--- src/pts_pkg.sv ---
// ----------------------------------------------------------------------------
// pts_pkg
// Shared types, constants and control records of the priority task scheduler.
// ----------------------------------------------------------------------------
package pts_pkg;

    localparam int ID_WIDTH     = 8;
    localparam int TIME_W       = 48;
    localparam int DELAY_W      = 32;
    localparam int MARGIN_W     = 32;
    localparam int REQ_W        = 2;
    localparam int PRIO_W       = 2;
    localparam int STATUS_W     = 2;
    localparam int PEND_W       = 7;

    localparam int NUM_PRIORITIES_DEF = 4;
    localparam int FIFO_DEPTH_DEF     = 16;
    localparam int DEFERRED_DEPTH_DEF = 8;

    localparam logic [MARGIN_W-1:0] MARGIN_RESET = 32'd500;
    localparam logic [TIME_W-1:0]   TIME_SIGN    = 48'h8000_0000_0000;

    // Request codes.
    localparam logic [REQ_W-1:0] REQ_SUBMIT = 2'd0;
    localparam logic [REQ_W-1:0] REQ_DEFER  = 2'd1;
    localparam logic [REQ_W-1:0] REQ_NEXT   = 2'd2;

    // Result status codes.
    localparam logic [STATUS_W-1:0] ST_OK   = 2'd0;
    localparam logic [STATUS_W-1:0] ST_FULL = 2'd1;
    localparam logic [STATUS_W-1:0] ST_NONE = 2'd2;

    typedef struct packed {
        logic [REQ_W-1:0]    req_type;
        logic [ID_WIDTH-1:0] task_id;
        logic [PRIO_W-1:0]   priority_req;
        logic [TIME_W-1:0]   now;
        logic [DELAY_W-1:0]  delay;
    } in_item_t;

    typedef struct packed {
        logic                granted;
        logic [ID_WIDTH-1:0] grant_id;
        logic                from_deferred;
        logic [STATUS_W-1:0] status;
        logic [PEND_W-1:0]   pending_count;
    } out_item_t;

    // Commands from the controller to the datapath.
    typedef struct packed {
        logic load_item;
        logic submit;
        logic scan_start;
        logic decide;
        logic fifo_take;
        logic emit;
    } cmd_t;

    // Status from the datapath to the controller.
    typedef struct packed {
        logic scan_done;
        logic fifo_pop;
        logic out_free;
    } stat_t;

endpackage

--- src/pts_ram.sv ---
// ----------------------------------------------------------------------------
// pts_ram
// Generic single-write, single-read RAM with registered read data.
// ----------------------------------------------------------------------------
module pts_ram #(
    parameter int WIDTH = 8,
    parameter int DEPTH = 16,
    localparam int AW   = (DEPTH > 1) ? $clog2(DEPTH) : 1
) (
    input  logic             clk,
    input  logic             we,
    input  logic [AW-1:0]    waddr,
    input  logic [WIDTH-1:0] wdata,
    input  logic [AW-1:0]    raddr,
    output logic [WIDTH-1:0] rdata
);

    logic [WIDTH-1:0] mem [DEPTH];

    always_ff @(posedge clk)
    begin
        if (we)
        begin
            mem[waddr] <= wdata;
        end
        rdata <= mem[raddr];
    end

endmodule

--- src/pts_ctrl.sv ---
// ----------------------------------------------------------------------------
// pts_ctrl
// Sequencer that steps one transaction through the scheduler datapath.
// ----------------------------------------------------------------------------
module pts_ctrl (
    input  logic                         clk,
    input  logic                         rst_n,
    input  logic                         in_valid,
    output logic                         in_ready,
    input  logic [pts_pkg::REQ_W-1:0]    req_type,
    output pts_pkg::cmd_t                cmd,
    input  pts_pkg::stat_t               stat
);
    import pts_pkg::*;

    typedef enum logic [5:0] {
        S_IDLE    = 6'b000001,
        S_SUBMIT  = 6'b000010,
        S_SCAN    = 6'b000100,
        S_DECIDE  = 6'b001000,
        S_FIFO_RD = 6'b010000,
        S_EMIT    = 6'b100000
    } state_t;

    state_t state_reg, state_next;

    always_ff @(posedge clk or negedge rst_n)
    begin
        if (!rst_n)
        begin
            state_reg <= S_IDLE;
        end
        else
        begin
            state_reg <= state_next;
        end
    end

    always_comb
    begin
        state_next = state_reg;
        cmd        = '0;
        in_ready   = 1'b0;
        case (state_reg)
            S_IDLE:
            begin
                in_ready = 1'b1;
                if (in_valid)
                begin
                    cmd.load_item = 1'b1;
                    case (req_type)
                        REQ_SUBMIT: state_next = S_SUBMIT;
                        REQ_DEFER, REQ_NEXT:
                        begin
                            cmd.scan_start = 1'b1;
                            state_next     = S_SCAN;
                        end
                        default: state_next = S_EMIT;
                    endcase
                end
            end
            S_SUBMIT:
            begin
                cmd.submit = 1'b1;
                state_next = S_EMIT;
            end
            S_SCAN:
            begin
                if (stat.scan_done)
                begin
                    state_next = S_DECIDE;
                end
            end
            S_DECIDE:
            begin
                cmd.decide = 1'b1;
                state_next = stat.fifo_pop ? S_FIFO_RD : S_EMIT;
            end
            S_FIFO_RD:
            begin
                cmd.fifo_take = 1'b1;
                state_next    = S_EMIT;
            end
            S_EMIT:
            begin
                if (stat.out_free)
                begin
                    cmd.emit   = 1'b1;
                    state_next = S_IDLE;
                end
            end
            default: state_next = S_IDLE;
        endcase
    end

endmodule

--- src/pts_dp.sv ---
// ----------------------------------------------------------------------------
// pts_dp
// Scheduler datapath: priority FIFOs, deferred list scan and result register.
// ----------------------------------------------------------------------------
module pts_dp #(
    parameter int NUM_PRIORITIES = pts_pkg::NUM_PRIORITIES_DEF,
    parameter int FIFO_DEPTH     = pts_pkg::FIFO_DEPTH_DEF,
    parameter int DEFERRED_DEPTH = pts_pkg::DEFERRED_DEPTH_DEF
) (
    input  logic                          clk,
    input  logic                          rst_n,
    input  pts_pkg::in_item_t             in_item,
    input  logic                          cfg_we,
    input  logic [pts_pkg::MARGIN_W-1:0]  cfg_wdata,
    input  pts_pkg::cmd_t                 cmd,
    output pts_pkg::stat_t                stat,
    output logic                          out_valid,
    input  logic                          out_ready,
    output pts_pkg::out_item_t            out_item
);
    import pts_pkg::*;

    localparam int PW   = $clog2(NUM_PRIORITIES);
    localparam int FAW  = $clog2(FIFO_DEPTH);
    localparam int CW   = $clog2(FIFO_DEPTH + 1);
    localparam int FRD  = NUM_PRIORITIES * FIFO_DEPTH;
    localparam int RAW  = $clog2(FRD);
    localparam int TOTW = $clog2(FRD + 1);
    localparam int DAW  = (DEFERRED_DEPTH > 1) ? $clog2(DEFERRED_DEPTH) : 1;
    localparam int ICW  = $clog2(DEFERRED_DEPTH + 1);
    localparam int DW   = ID_WIDTH + TIME_W;

    // Latched transaction.
    logic [REQ_W-1:0]    req_reg;
    logic [ID_WIDTH-1:0] id_reg;
    logic [PW-1:0]       prio_reg;
    logic [TIME_W-1:0]   now_reg;
    logic [DELAY_W-1:0]  delay_reg;
    logic [PW-1:0]       prio_sat;

    logic [MARGIN_W-1:0] margin_reg;

    // FIFO bookkeeping.
    logic [FAW-1:0]  head_reg [NUM_PRIORITIES];
    logic [FAW-1:0]  head_next [NUM_PRIORITIES];
    logic [CW-1:0]   cnt_reg  [NUM_PRIORITIES];
    logic [CW-1:0]   cnt_next [NUM_PRIORITIES];
    logic [TOTW-1:0] total_reg, total_next;
    logic [PW-1:0]   popq_reg, popq_next;

    // Deferred list bookkeeping.
    logic [DEFERRED_DEPTH-1:0] valid_reg, valid_next;
    logic [DAW-1:0]  age_reg  [DEFERRED_DEPTH];
    logic [DAW-1:0]  age_next [DEFERRED_DEPTH];

    // Scan state.
    logic            scan_act_reg, scan_act_next;
    logic [ICW-1:0]  issue_reg, issue_next;
    logic            rd_vld_reg, rd_vld_next;
    logic [DAW-1:0]  rd_idx_reg, rd_idx_next;
    logic            done_reg, done_next;
    logic            best_fnd_reg, best_fnd_next;
    logic [DAW-1:0]  best_idx_reg, best_idx_next;
    logic [TIME_W-1:0] best_diff_reg, best_diff_next;
    logic [DAW-1:0]  best_age_reg, best_age_next;
    logic [ID_WIDTH-1:0] best_id_reg, best_id_next;
    logic            free_fnd_reg, free_fnd_next;
    logic [DAW-1:0]  free_idx_reg, free_idx_next;

    // Result being assembled and output stage.
    logic                res_gnt_reg, res_gnt_next;
    logic [ID_WIDTH-1:0] res_id_reg, res_id_next;
    logic                res_def_reg, res_def_next;
    logic [STATUS_W-1:0] res_st_reg, res_st_next;
    logic                ov_reg, ov_next;
    out_item_t           oitem_reg, oitem_next;

    // Memory ports.
    logic                fifo_we;
    logic [RAW-1:0]      fifo_waddr, fifo_raddr;
    logic [ID_WIDTH-1:0] fifo_rdata;
    logic                def_we;
    logic [DW-1:0]       def_wdata, def_rdata;
    logic [DAW-1:0]      def_raddr;

    // Combinational helpers.
    logic [CW:0]         slot_sum;
    logic [FAW-1:0]      slot;
    logic [TIME_W-1:0]   diff;
    logic                better;
    logic                release_def;
    logic                q_fnd;
    logic [PW-1:0]       q_sel;

    pts_ram #(.WIDTH(ID_WIDTH), .DEPTH(FRD)) u_fifo_ram (
        .clk   (clk),
        .we    (fifo_we),
        .waddr (fifo_waddr),
        .wdata (id_reg),
        .raddr (fifo_raddr),
        .rdata (fifo_rdata)
    );

    pts_ram #(.WIDTH(DW), .DEPTH(DEFERRED_DEPTH)) u_def_ram (
        .clk   (clk),
        .we    (def_we),
        .waddr (free_idx_reg),
        .wdata (def_wdata),
        .raddr (def_raddr),
        .rdata (def_rdata)
    );

    always_comb
    begin
        if (32'(in_item.priority_req) >= NUM_PRIORITIES)
        begin
            prio_sat = PW'(NUM_PRIORITIES - 1);
        end
        else
        begin
            prio_sat = PW'(in_item.priority_req);
        end
    end

    // Tail slot of the selected FIFO, wrapped once.
    always_comb
    begin
        slot_sum = (CW+1)'(head_reg[prio_reg]) + (CW+1)'(cnt_reg[prio_reg]);
        if (slot_sum >= (CW+1)'(FIFO_DEPTH))
        begin
            slot = FAW'(slot_sum - (CW+1)'(FIFO_DEPTH));
        end
        else
        begin
            slot = FAW'(slot_sum);
        end
    end

    // Highest non-empty priority level.
    always_comb
    begin
        q_fnd = 1'b0;
        q_sel = '0;
        for (int p = 0; p < NUM_PRIORITIES; p++)
        begin
            if (cnt_reg[p] != '0)
            begin
                q_fnd = 1'b1;
                q_sel = PW'(p);
            end
        end
    end

    assign fifo_waddr = RAW'(32'(prio_reg) * FIFO_DEPTH + 32'(slot));
    assign fifo_raddr = RAW'(32'(q_sel) * FIFO_DEPTH + 32'(head_reg[q_sel]));
    assign def_raddr  = issue_reg[DAW-1:0];
    assign def_wdata  = {id_reg, now_reg + TIME_W'(delay_reg)};

    assign diff   = def_rdata[TIME_W-1:0] - now_reg;
    assign better = !best_fnd_reg
                 || ((diff ^ TIME_SIGN) < (best_diff_reg ^ TIME_SIGN))
                 || ((diff == best_diff_reg) && (age_reg[rd_idx_reg] > best_age_reg));

    assign release_def = best_fnd_reg
                      && (best_diff_reg[TIME_W-1] || (best_diff_reg <= TIME_W'(margin_reg)));

    assign stat.scan_done = done_reg;
    assign stat.fifo_pop  = (req_reg == REQ_NEXT) && !release_def && q_fnd;
    assign stat.out_free  = !ov_reg || out_ready;

    assign out_valid = ov_reg;
    assign out_item  = oitem_reg;

    always_comb
    begin
        head_next      = head_reg;
        cnt_next       = cnt_reg;
        total_next     = total_reg;
        popq_next      = popq_reg;
        valid_next     = valid_reg;
        age_next       = age_reg;
        scan_act_next  = scan_act_reg;
        issue_next     = issue_reg;
        rd_vld_next    = 1'b0;
        rd_idx_next    = rd_idx_reg;
        done_next      = done_reg;
        best_fnd_next  = best_fnd_reg;
        best_idx_next  = best_idx_reg;
        best_diff_next = best_diff_reg;
        best_age_next  = best_age_reg;
        best_id_next   = best_id_reg;
        free_fnd_next  = free_fnd_reg;
        free_idx_next  = free_idx_reg;
        res_gnt_next   = res_gnt_reg;
        res_id_next    = res_id_reg;
        res_def_next   = res_def_reg;
        res_st_next    = res_st_reg;
        ov_next        = ov_reg && !out_ready;
        oitem_next     = oitem_reg;
        fifo_we        = 1'b0;
        def_we         = 1'b0;

        if (cmd.load_item)
        begin
            res_gnt_next = 1'b0;
            res_id_next  = '0;
            res_def_next = 1'b0;
            res_st_next  = ST_OK;
        end

        if (cmd.scan_start)
        begin
            scan_act_next = 1'b1;
            issue_next    = '0;
            done_next     = 1'b0;
            best_fnd_next = 1'b0;
            free_fnd_next = 1'b0;
        end

        // Issue one deferred entry read per cycle.
        if (scan_act_reg)
        begin
            rd_vld_next = 1'b1;
            rd_idx_next = issue_reg[DAW-1:0];
            issue_next  = issue_reg + 1'b1;
            if (issue_reg == ICW'(DEFERRED_DEPTH - 1))
            begin
                scan_act_next = 1'b0;
            end
        end

        // Evaluate the entry whose data just came back.
        if (rd_vld_reg)
        begin
            if (valid_reg[rd_idx_reg])
            begin
                if (better)
                begin
                    best_fnd_next  = 1'b1;
                    best_idx_next  = rd_idx_reg;
                    best_diff_next = diff;
                    best_age_next  = age_reg[rd_idx_reg];
                    best_id_next   = def_rdata[DW-1:TIME_W];
                end
            end
            else if (!free_fnd_reg)
            begin
                free_fnd_next = 1'b1;
                free_idx_next = rd_idx_reg;
            end
            if (rd_idx_reg == DAW'(DEFERRED_DEPTH - 1))
            begin
                done_next = 1'b1;
            end
        end

        if (cmd.submit)
        begin
            if (cnt_reg[prio_reg] == CW'(FIFO_DEPTH))
            begin
                res_st_next = ST_FULL;
            end
            else
            begin
                fifo_we            = 1'b1;
                cnt_next[prio_reg] = cnt_reg[prio_reg] + 1'b1;
                total_next         = total_reg + 1'b1;
            end
        end

        if (cmd.decide)
        begin
            if (req_reg == REQ_DEFER)
            begin
                if (free_fnd_reg)
                begin
                    def_we = 1'b1;
                    for (int i = 0; i < DEFERRED_DEPTH; i++)
                    begin
                        if (valid_reg[i])
                        begin
                            age_next[i] = age_reg[i] + 1'b1;
                        end
                    end
                    age_next[free_idx_reg]   = '0;
                    valid_next[free_idx_reg] = 1'b1;
                end
                else
                begin
                    res_st_next = ST_FULL;
                end
            end
            else if (release_def)
            begin
                res_gnt_next = 1'b1;
                res_id_next  = best_id_reg;
                res_def_next = 1'b1;
                for (int i = 0; i < DEFERRED_DEPTH; i++)
                begin
                    if (valid_reg[i] && (age_reg[i] > best_age_reg))
                    begin
                        age_next[i] = age_reg[i] - 1'b1;
                    end
                end
                valid_next[best_idx_reg] = 1'b0;
                age_next[best_idx_reg]   = '0;
            end
            else if (q_fnd)
            begin
                popq_next = q_sel;
            end
            else
            begin
                res_st_next = ST_NONE;
            end
        end

        if (cmd.fifo_take)
        begin
            res_gnt_next = 1'b1;
            res_id_next  = fifo_rdata;
            if (head_reg[popq_reg] == FAW'(FIFO_DEPTH - 1))
            begin
                head_next[popq_reg] = '0;
            end
            else
            begin
                head_next[popq_reg] = head_reg[popq_reg] + 1'b1;
            end
            cnt_next[popq_reg] = cnt_reg[popq_reg] - 1'b1;
            total_next         = total_reg - 1'b1;
        end

        if (cmd.emit)
        begin
            ov_next                  = 1'b1;
            oitem_next.granted       = res_gnt_reg;
            oitem_next.grant_id      = res_id_reg;
            oitem_next.from_deferred = res_def_reg;
            oitem_next.status        = res_st_reg;
            oitem_next.pending_count = PEND_W'(total_reg);
        end
    end

    // Payload registers.
    always_ff @(posedge clk)
    begin
        if (cmd.load_item)
        begin
            req_reg   <= in_item.req_type;
            id_reg    <= in_item.task_id;
            prio_reg  <= prio_sat;
            now_reg   <= in_item.now;
            delay_reg <= in_item.delay;
        end
        popq_reg      <= popq_next;
        rd_idx_reg    <= rd_idx_next;
        best_idx_reg  <= best_idx_next;
        best_diff_reg <= best_diff_next;
        best_age_reg  <= best_age_next;
        best_id_reg   <= best_id_next;
        free_idx_reg  <= free_idx_next;
        res_gnt_reg   <= res_gnt_next;
        res_id_reg    <= res_id_next;
        res_def_reg   <= res_def_next;
        res_st_reg    <= res_st_next;
        oitem_reg     <= oitem_next;
    end

    // Control registers.
    always_ff @(posedge clk or negedge rst_n)
    begin
        if (!rst_n)
        begin
            margin_reg   <= MARGIN_RESET;
            head_reg     <= '{default: '0};
            cnt_reg      <= '{default: '0};
            total_reg    <= '0;
            valid_reg    <= '0;
            age_reg      <= '{default: '0};
            scan_act_reg <= 1'b0;
            issue_reg    <= '0;
            rd_vld_reg   <= 1'b0;
            done_reg     <= 1'b0;
            best_fnd_reg <= 1'b0;
            free_fnd_reg <= 1'b0;
            ov_reg       <= 1'b0;
        end
        else
        begin
            if (cfg_we)
            begin
                margin_reg <= cfg_wdata;
            end
            head_reg     <= head_next;
            cnt_reg      <= cnt_next;
            total_reg    <= total_next;
            valid_reg    <= valid_next;
            age_reg      <= age_next;
            scan_act_reg <= scan_act_next;
            issue_reg    <= issue_next;
            rd_vld_reg   <= rd_vld_next;
            done_reg     <= done_next;
            best_fnd_reg <= best_fnd_next;
            free_fnd_reg <= free_fnd_next;
            ov_reg       <= ov_next;
        end
    end

endmodule

--- src/priority_task_scheduler_with_timed_retry_core.sv ---
// ----------------------------------------------------------------------------
// priority_task_scheduler_with_timed_retry_core
// Strict-priority task scheduler with a timed retry list.
// ----------------------------------------------------------------------------
// The scheduler takes one transaction at a time. A submit reaches the result
// register from the submit state. A defer or next request walks the deferred
// list one entry per cycle through the list memory's read port, then passes
// the decide state; a next request that pops a priority FIFO then reads the
// FIFO memory in the FIFO read state. A request code of 3 goes to the emit
// state. The result sits in an output register, so a new transaction is
// taken while the previous result still waits for out_ready. The due margin
// register may be written whenever the block is idle and takes effect on the
// next request. pending_count reports the low 7 bits of the total FIFO fill.
// ----------------------------------------------------------------------------
module priority_task_scheduler_with_timed_retry_core #(
    parameter int NUM_PRIORITIES = pts_pkg::NUM_PRIORITIES_DEF,
    parameter int FIFO_DEPTH     = pts_pkg::FIFO_DEPTH_DEF,
    parameter int DEFERRED_DEPTH = pts_pkg::DEFERRED_DEPTH_DEF
) (
    input  logic                          clk,
    input  logic                          rst_n,
    input  logic                          in_valid,
    output logic                          in_ready,
    input  pts_pkg::in_item_t             in_item,
    output logic                          out_valid,
    input  logic                          out_ready,
    output pts_pkg::out_item_t            out_item,
    input  logic                          cfg_we,
    input  logic [pts_pkg::MARGIN_W-1:0]  cfg_wdata
);
    import pts_pkg::*;

    // Command and status records between the sequencer and the datapath.
    cmd_t  cmd;
    stat_t stat;

    // The sequencer owns the transaction flow: it accepts a transaction,
    // starts the deferred list walk, lets the datapath decide and emit.
    pts_ctrl u_ctrl (
        .clk      (clk),
        .rst_n    (rst_n),
        .in_valid (in_valid),
        .in_ready (in_ready),
        .req_type (in_item.req_type),
        .cmd      (cmd),
        .stat     (stat)
    );

    // The datapath holds the FIFOs, the deferred list and the output stage.
    pts_dp #(
        .NUM_PRIORITIES (NUM_PRIORITIES),
        .FIFO_DEPTH     (FIFO_DEPTH),
        .DEFERRED_DEPTH (DEFERRED_DEPTH)
    ) u_dp (
        .clk       (clk),
        .rst_n     (rst_n),
        .in_item   (in_item),
        .cfg_we    (cfg_we),
        .cfg_wdata (cfg_wdata),
        .cmd       (cmd),
        .stat      (stat),
        .out_valid (out_valid),
        .out_ready (out_ready),
        .out_item  (out_item)
    );

endmodule

--- config.mk ---
export PLATFORM = sky130hd
export DESIGN_NAME = priority_task_scheduler_with_timed_retry_core
export DESIGN_NICKNAME = d
export VERILOG_FILES = /design/src/pts_pkg.sv /design/src/pts_ram.sv /design/src/pts_ctrl.sv /design/src/pts_dp.sv /design/src/priority_task_scheduler_with_timed_retry_core.sv
export SDC_FILE = /design/constraint.sdc
export NUM_CORES = 2
export LEC_CHECK = 0
export BUFFER_PORTS_ARGS = -buffer_cell sky130_fd_sc_hd__buf_4
export CAP_MARGIN = 20
export CORE_MARGIN = 2
export CORE_UTILIZATION = 55
export CTS_CLUSTER_DIAMETER = 60
export DETAILED_ROUTE_END_ITERATION = 6
export PLACE_DENSITY = 0.76
export SLEW_MARGIN = 20
export SYNTH_ARGS = -nofsm -noshare
export SYNTH_HDL_FRONTEND = slang
export SYNTH_HIERARCHICAL = 1
export SYNTH_SLANG_ARGS = --single-unit
--- constraint.sdc ---
create_clock -name clk -period 9.7 [get_ports clk]
set_clock_uncertainty 0.05 [all_clocks]
set_input_delay 0.97 -clock clk [delete_from_list [all_inputs] [get_ports clk]]
set_output_delay 0.97 -clock clk [all_outputs]
set_load 0.05 [all_outputs]
* Word-level counts from Yosys, hierarchy flattened
Memory sizes are Yosys's and may differ from the RTL's. A register that Yosys moved wholly into a read port is not among the register bits.
Index checks and enable logic that the tools add are counted.
** Storage, ports and cells
- Output and inout port bits :: 21
- Register bits :: 316
- Memories :: 2
- Word-level logic and storage cells :: 376
- RAM bits :: 960
- Input bits :: 129
** Operators by class
- Eq/ne operators :: 20
- Order comparisons :: 27
- Add/subtract/negate cells :: 28
- Reduce and logical (&&, ||, !) cells :: 43
- Bitwise logic cells :: 21
- Multiplexer cells :: 187
** Memory list
- u_dp.u_fifo_ram.mem :: words 64, bits a word 8, read ports 1, clocked after Yosys merged registers in 1, wr ports 1, RTL line pts_ram.sv:18 : logic [WIDTH-1:0] mem [DEPTH];
- u_dp.u_def_ram.mem :: words 8, bits a word 56, read ports 1, clocked after Yosys merged registers in 1, wr ports 1, RTL line pts_ram.sv:18
** Operators with widths (number)
- $mux 3 :: 68
- $mux 24 :: 3
- $mux 8 :: 8
- $mux 20 :: 3
- $mux 1 :: 52
- $add 48x32->48 :: 1
- $and 24x24->24 :: 2
- $eq 48x48->1 :: 1
- $le 48x32->1 :: 1
- $lt 48x48->1 :: 1
- $not 24->24 :: 2
- $sub 48x48->48 :: 1
- $bwmux 20 :: 2
- $mux 4 :: 10
- $mux 5 :: 6
- $pmux 6 s5 :: 1
- $gt 3x3->1 :: 9
- $add 3x1->3 const B :: 8
- $bmux 4 s2 :: 3
- $mux 6 :: 4
- $sub 3x1->3 const B :: 8
- $mux 7 :: 3
- $bmux 5 s2 :: 2
- $demux 5 s2 :: 2
- 56 further kinds :: 125

* Logic depth before layout (Yosys ltp)
- Depth in word-level cells :: 11
- Mapped depth :: 23
- Depth with buffers taken out :: 23

* By module
The synthesis kept the hierarchy.
** Modules (own cells, without submodules)
- pts_ram (u_dp.u_fifo_ram) :: times used 1, cells an instance 940, sequential area each 15534.9 sq um, area an instance 20160.6 sq um
- pts_dp :: times used 1, cells an instance 1996, sequential area each 8610.8 sq um, area an instance 20149.3 sq um
- pts_ram (u_dp.u_def_ram) :: times used 1, cells an instance 716, sequential area each 14574.0 sq um, area an instance 17974.7 sq um
- pts_ctrl :: times used 1, cells an instance 46, sequential area each 151.4 sq um, area an instance 437.9 sq um

* Least setup slack after synthesis
Ideal clock, no wire load.
- Kind :: register to register
- Start point :: register u_dp.now_reg[0]
- End point :: register u_dp.best_age_reg[0], enable pin
- Arrival time :: 7.115 ns
- Path buffers :: 0
- Cell stages (with the launch flop) :: 21
- Setup time :: 0.506 ns
- Slack :: 2.030 ns
- Data required time :: 9.144 ns
- Clock period less this slack :: 7.670 ns
- Cell sequence :: edfxtp_1 ha_1 inv_1 fa_1 a21o_1 a221oi_1 o211ai_1 nand4_1 a31oi_2 nor2_2 o31ai_1 a21oi_1 xnor2_1 ha_1 nand4_1 nor2_1 nand3_1 or3_1 or2_2 o31a_1 o22ai_1
** Between the ends
- Elaborated cells on any way between the ends :: 8
- Classes of those cells :: add/sub: 1; order compare: 1; eq/ne: 1; bitwise: 1; reduce/logical: 4
** RTL lines
- from (decl) :: RTL line pts_dp.sv:37 : logic [TIME_W-1:0] now_reg;
- from (signal assigned) :: RTL line pts_dp.sv:353 : now_reg <= in_item.now;
- $sub 48x48->48 * :: RTL line pts_dp.sv:159 : assign diff = def_rdata[TIME_W-1:0] - now_reg;
- net u_dp.diff[42] :: RTL line pts_dp.sv:89 : logic [TIME_W-1:0] diff;
- $lt 48x48->1 / $eq 48x48->1 (equally long branches) :: RTL line pts_dp.sv:161, pts_dp.sv:162
- $logic_or 1x1->1 / $logic_and 1x1->1 (equally long branches) :: RTL line pts_dp.sv:161, pts_dp.sv:162
- $logic_or 1x1->1 * :: RTL line pts_dp.sv:162 : || ((diff == best_diff_reg) && (age_reg[rd_idx_reg] > best_age_reg));
- $reduce_and 3->1 (no source line) *
- to (signal assigned) :: RTL line pts_dp.sv:360 : best_age_reg <= best_age_next;
- to (decl) :: RTL line pts_dp.sv:65 : logic [DAW-1:0] best_age_reg, best_age_next;
The timed path passes the listed nets; every way through them passes the cells marked *.
A chain may end at the register's enable or synchronous reset.

* Worst setup path after layout
- Start point :: register u_dp.now_reg[10]
- End point :: register u_dp.best_diff_reg[37], enable pin
** Between the ends
- Elaborated cells on any way between the ends :: 8
- Classes of those cells :: add/sub: 1; order compare: 1; eq/ne: 1; bitwise: 1; reduce/logical: 4
** RTL lines
- $sub 48x48->48 * :: RTL line pts_dp.sv:159
- net u_dp.diff[41] :: RTL line pts_dp.sv:89
- $lt 48x48->1 / $eq 48x48->1 (equally long branches) :: RTL line pts_dp.sv:161, pts_dp.sv:162
- $logic_or 1x1->1 / $logic_and 1x1->1 (equally long branches) :: RTL line pts_dp.sv:161, pts_dp.sv:162
- $logic_or 1x1->1 * :: RTL line pts_dp.sv:162
- $reduce_and 3->1 (no source line) *
- to (signal assigned) :: RTL line pts_dp.sv:359 : best_diff_reg <= best_diff_next;
- to (decl) :: RTL line pts_dp.sv:64 : logic [TIME_W-1:0] best_diff_reg, best_diff_next;
Marks and branches as above.

==> flow_metrics.env <==
export IMPL_worst_endpoint_required_ps=10030
export IMPL_whs_ps=153
export IMPL_row_count=119
export IMPL_synth_compound_area_share_pct=7.21
export IMPL_fp_dieW_um=331
export IMPL_drtAntennaViolNets=0
export IMPL_post_cts_setup_buffer_count=0
export IMPL_crit_end="u_dp/best_diff_reg[37]"
export IMPL_clkLatencyLatePin_ps=770
export IMPL_synth_top_cell_area_share_pct=58.3
export IMPL_synth_edf_count=1141
export IMPL_dpl_hpwl_um=82700
export IMPL_place_area_mm2=0.0613
export IMPL_die_area_mm2=0.109
export IMPL_synth_largest_area_cell="edfxtp_1"
export IMPL_r2r_end="u_dp/best_diff_reg[37]"
export IMPL_dr_pass1_iters=5
export IMPL_antenna_found_initial=0
export IMPL_largestRegisters="u_dp/u_fifo_ram/mem (512), u_dp/u_def_ram/mem (448), u_dp/u_def_ram/rdata (56)"
export IMPL_clkTransAtPathRegs_ps=60
export IMPL_drcViolationCount=0
export IMPL_diodes=0
export IMPL_routed_via_density=6.19
export IMPL_start_kind="register"
export IMPL_synthCells=3698
export IMPL_coreArea_mm2=0.106
export IMPL_endpoint_kind="register"
export IMPL_yosysSeqAreaShare_pct=66.2
export IMPL_cts_tree="yes"
export IMPL_tightest_slew_ps=1120
export IMPL_drt_total_wl_um=132000
export IMPL_worstRegToRegCells=21
export IMPL_finalCritPeriodShare_pct=70.2
export IMPL_rsz0062_at_grt="no"
export IMPL_layout_nets=4233
export IMPL_muxShareOfSynthArea_pct=12.3
export IMPL_reg2reg_slack_ps=2890
export IMPL_r2r_start="u_dp/now_reg[10]"
export IMPL_pin_count=150
export IMPL_synthesis_nets=4048
export IMPL_regMostFlops="u_dp/u_fifo_ram/mem"
export IMPL_synth_most_common_cell="edfxtp_1"
export IMPL_htreeDepth=4
export IMPL_ys_flop_type="edfxtp_1"
export IMPL_grt_pass1_vias=33300
export IMPL_synth_cell_types=91
export IMPL_synth_area_mm2=0.0587
export IMPL_port_buffers=149
export IMPL_largest_reg_flops=512
export IMPL_yosys_area_share_simple_pct=5.28
export IMPL_areaGrowthSynthToFinish_pct=12.5
export IMPL_die_h_um=331
export IMPL_ys_ff_latch=1340
export IMPL_cts_resized_gates=0
export IMPL_power_per_cell_area_mw_per_mm2=312
export IMPL_drive_gt1_share_pct=20.1
export IMPL_start_util_pct=55.6
export IMPL_drt_iter0_markers=3591
export IMPL_grt_use_total_pct=24.6
export IMPL_cts_sinks=1340
export IMPL_hp_class="input pin to async pin"
export IMPL_final_hold_viol_count=0
export IMPL_drv_slew=0
export IMPL_synthArstFlopShare_pct=9.18
export IMPL_fin_crit_ps=6810
export IMPL_max_slew_margin_rel_pct=24.8
export IMPL_status="complete, no violations"
export IMPL_num_vias=33400
export IMPL_cts_root_buf="clkbuf_16"
export IMPL_clock_fmax_mhz=147
export IMPL_p_leak_nw=23.4
export IMPL_final_area_mm2=0.0660
export IMPL_cts_buffer_depth=3
export IMPL_ir_worst_vdd_mv=0.218
export IMPL_synthXorXnorAreaFrac_pct=1.61
export IMPL_setup_viol=0
export IMPL_gp_congestion=0.942
export IMPL_worstSetupPathType="register to register"
export IMPL_crit_arrival_ps=7150
export IMPL_synth_common_cells="edfxtp_1 (1141), mux4_2 (264), ha_1 (217), inv_1 (215), nor2_1 (178)"
export IMPL_grt_pass1_wl_um=202000
export IMPL_globalRoute_totalOverflow=0
export IMPL_synth_area_leaders="edfxtp_1 (58%), mux4_2 (10%), dfrtp_1 (4.9%)"
export IMPL_max_cap_violations=0
export IMPL_synth_adder_area_share_pct=4.76
export IMPL_cts_made_buffers=140
export IMPL_wire_per_inst_um=24.5
export IMPL_grt_max_degree=73
export IMPL_yosys_warnings=6
export IMPL_cp_max_fo=41
export IMPL_fin_setup_tns_ps=0
export IMPL_synth_top_family_by_area="multiplexers"
export IMPL_synth_avg_cell_area_um2=15.9
export IMPL_ctsHoldBuffers=0
export IMPL_critPathLaunch="u_dp/now_reg[10]"
metal layers:
metal	wire length, µm	GRT usage, %	share of wire (%)
met1	54700	34.1	41
met2	65200	40.6	49
met3	9080	3.86	6.9
met4	3410	7.25	2.6
met5	0	0	0
worst max-delay path, stage by stage, from the launching register on:
cell and delay (ps):
edfxtp_1 370, inv_1 50, ha_1 340, and2_1 220, nand3_1 130, a211oi_1 270
o2111ai_1 210, nand3_1 200, a41oi_1 300, o31ai_1 670, a41oi_1 230, xnor2_1 270
ha_1 290, a21o_1 170, a21o_1 170, a21o_1 170, a21o_1 170, a21oi_1 180
o22ai_1 100, or4_1 580, o22ai_4 670, buf_4 600
how the worst min path moves through the flow:
| stage | endpoint | slack, ps |
|---|---|---|
| final | u_dp/head_reg[10] | 150 |
| after global routing | u_dp/head_reg[10] | 170 |
| after CTS | u_dp/total_reg[1] | 150 |
| after detailed placement | u_dp/best_id_reg[2] | 340 |
| after global placement | u_dp/best_id_reg[2] | 340 |
| after floorplan | u_dp/best_id_reg[0] | 340 |
power breakdown:
part	internal, mW	total [mW]	switching [mW]
clock network	3.13	5.45	2.32
registers	7.38	7.85	0.469
logic	3.04	7.28	4.24
total	13.6	20.6	7.03
placed cells by master (no fill, tap or decap), types with 16 or more instances in the layout:
cell type  Yosys  final
edfxtp_1    1141   1141
o31ai_1       24     23
ha_1         217    217
clkbuf_16      0    141
nor3_1        56     54
dfrtp_1      116    113
nand4_1       37     37
nor2_1       178    171
mux2_2        80     77
o21a_1        16     16
o221ai_1      16     16
a211oi_1      16     16
nor4_1        17     17
inv_1        215    215
o211ai_1      25     25
buf_4         15    188
clkbuf_1      87     26
mux4_2       264    264
a21oi_1      140    140
a31oi_1       26     26
clkinv_1       0     17
o21ai_0      146    146
clkinv_2       0     28
mux2i_1       37     37
a21o_1        90     90
nor2b_1       30     30
xnor2_1       81     81
xor2_1        27     27
nand2_1      170    170
nand3_1       62     62
dfxtp_1       76     76
nand2b_1      36     36
cells by family (layout without fill, tap and decap cells):
group / Yosys count / after routing
flip-flops: 1340 / 1340
adder cells (fa/ha/maj): 221 / 221
XOR/XNOR: 108 / 108
AND/OR/NAND/NOR: 647 / 647
AO/OA/AOI/OAI: 640 / 640
multiplexers: 381 / 381
buffers and inverters: 361 / 665
layout make-up:
type / instances / area [µm²]
Fill cell: 7339 / 39500
Sequential cell: 1340 / 38900
Multi-Input combinational cell: 1997 / 18400
Clock buffer: 176 / 3750
Tap cell: 1391 / 1740
Timing Repair Buffer: 189 / 1420
Clock inverter: 85 / 1040
Inverter: 215 / 807
through the flow:
stage,utilization (%),worst slack (ps),std cells,power (mW)
2_1_floorplan,-,2030,3698,13.2
3_3_place_gp,58.0,3130,5132,15.0
3_5_place_dp,58.0,2940,5132,15.2
4_1_cts,62.6,2950,5393,20.7
5_1_grt,62.6,2590,5393,21.6
6_report,62.6,2890,5393,20.6
No activity file was read; power rests on OpenSTA's default activity.
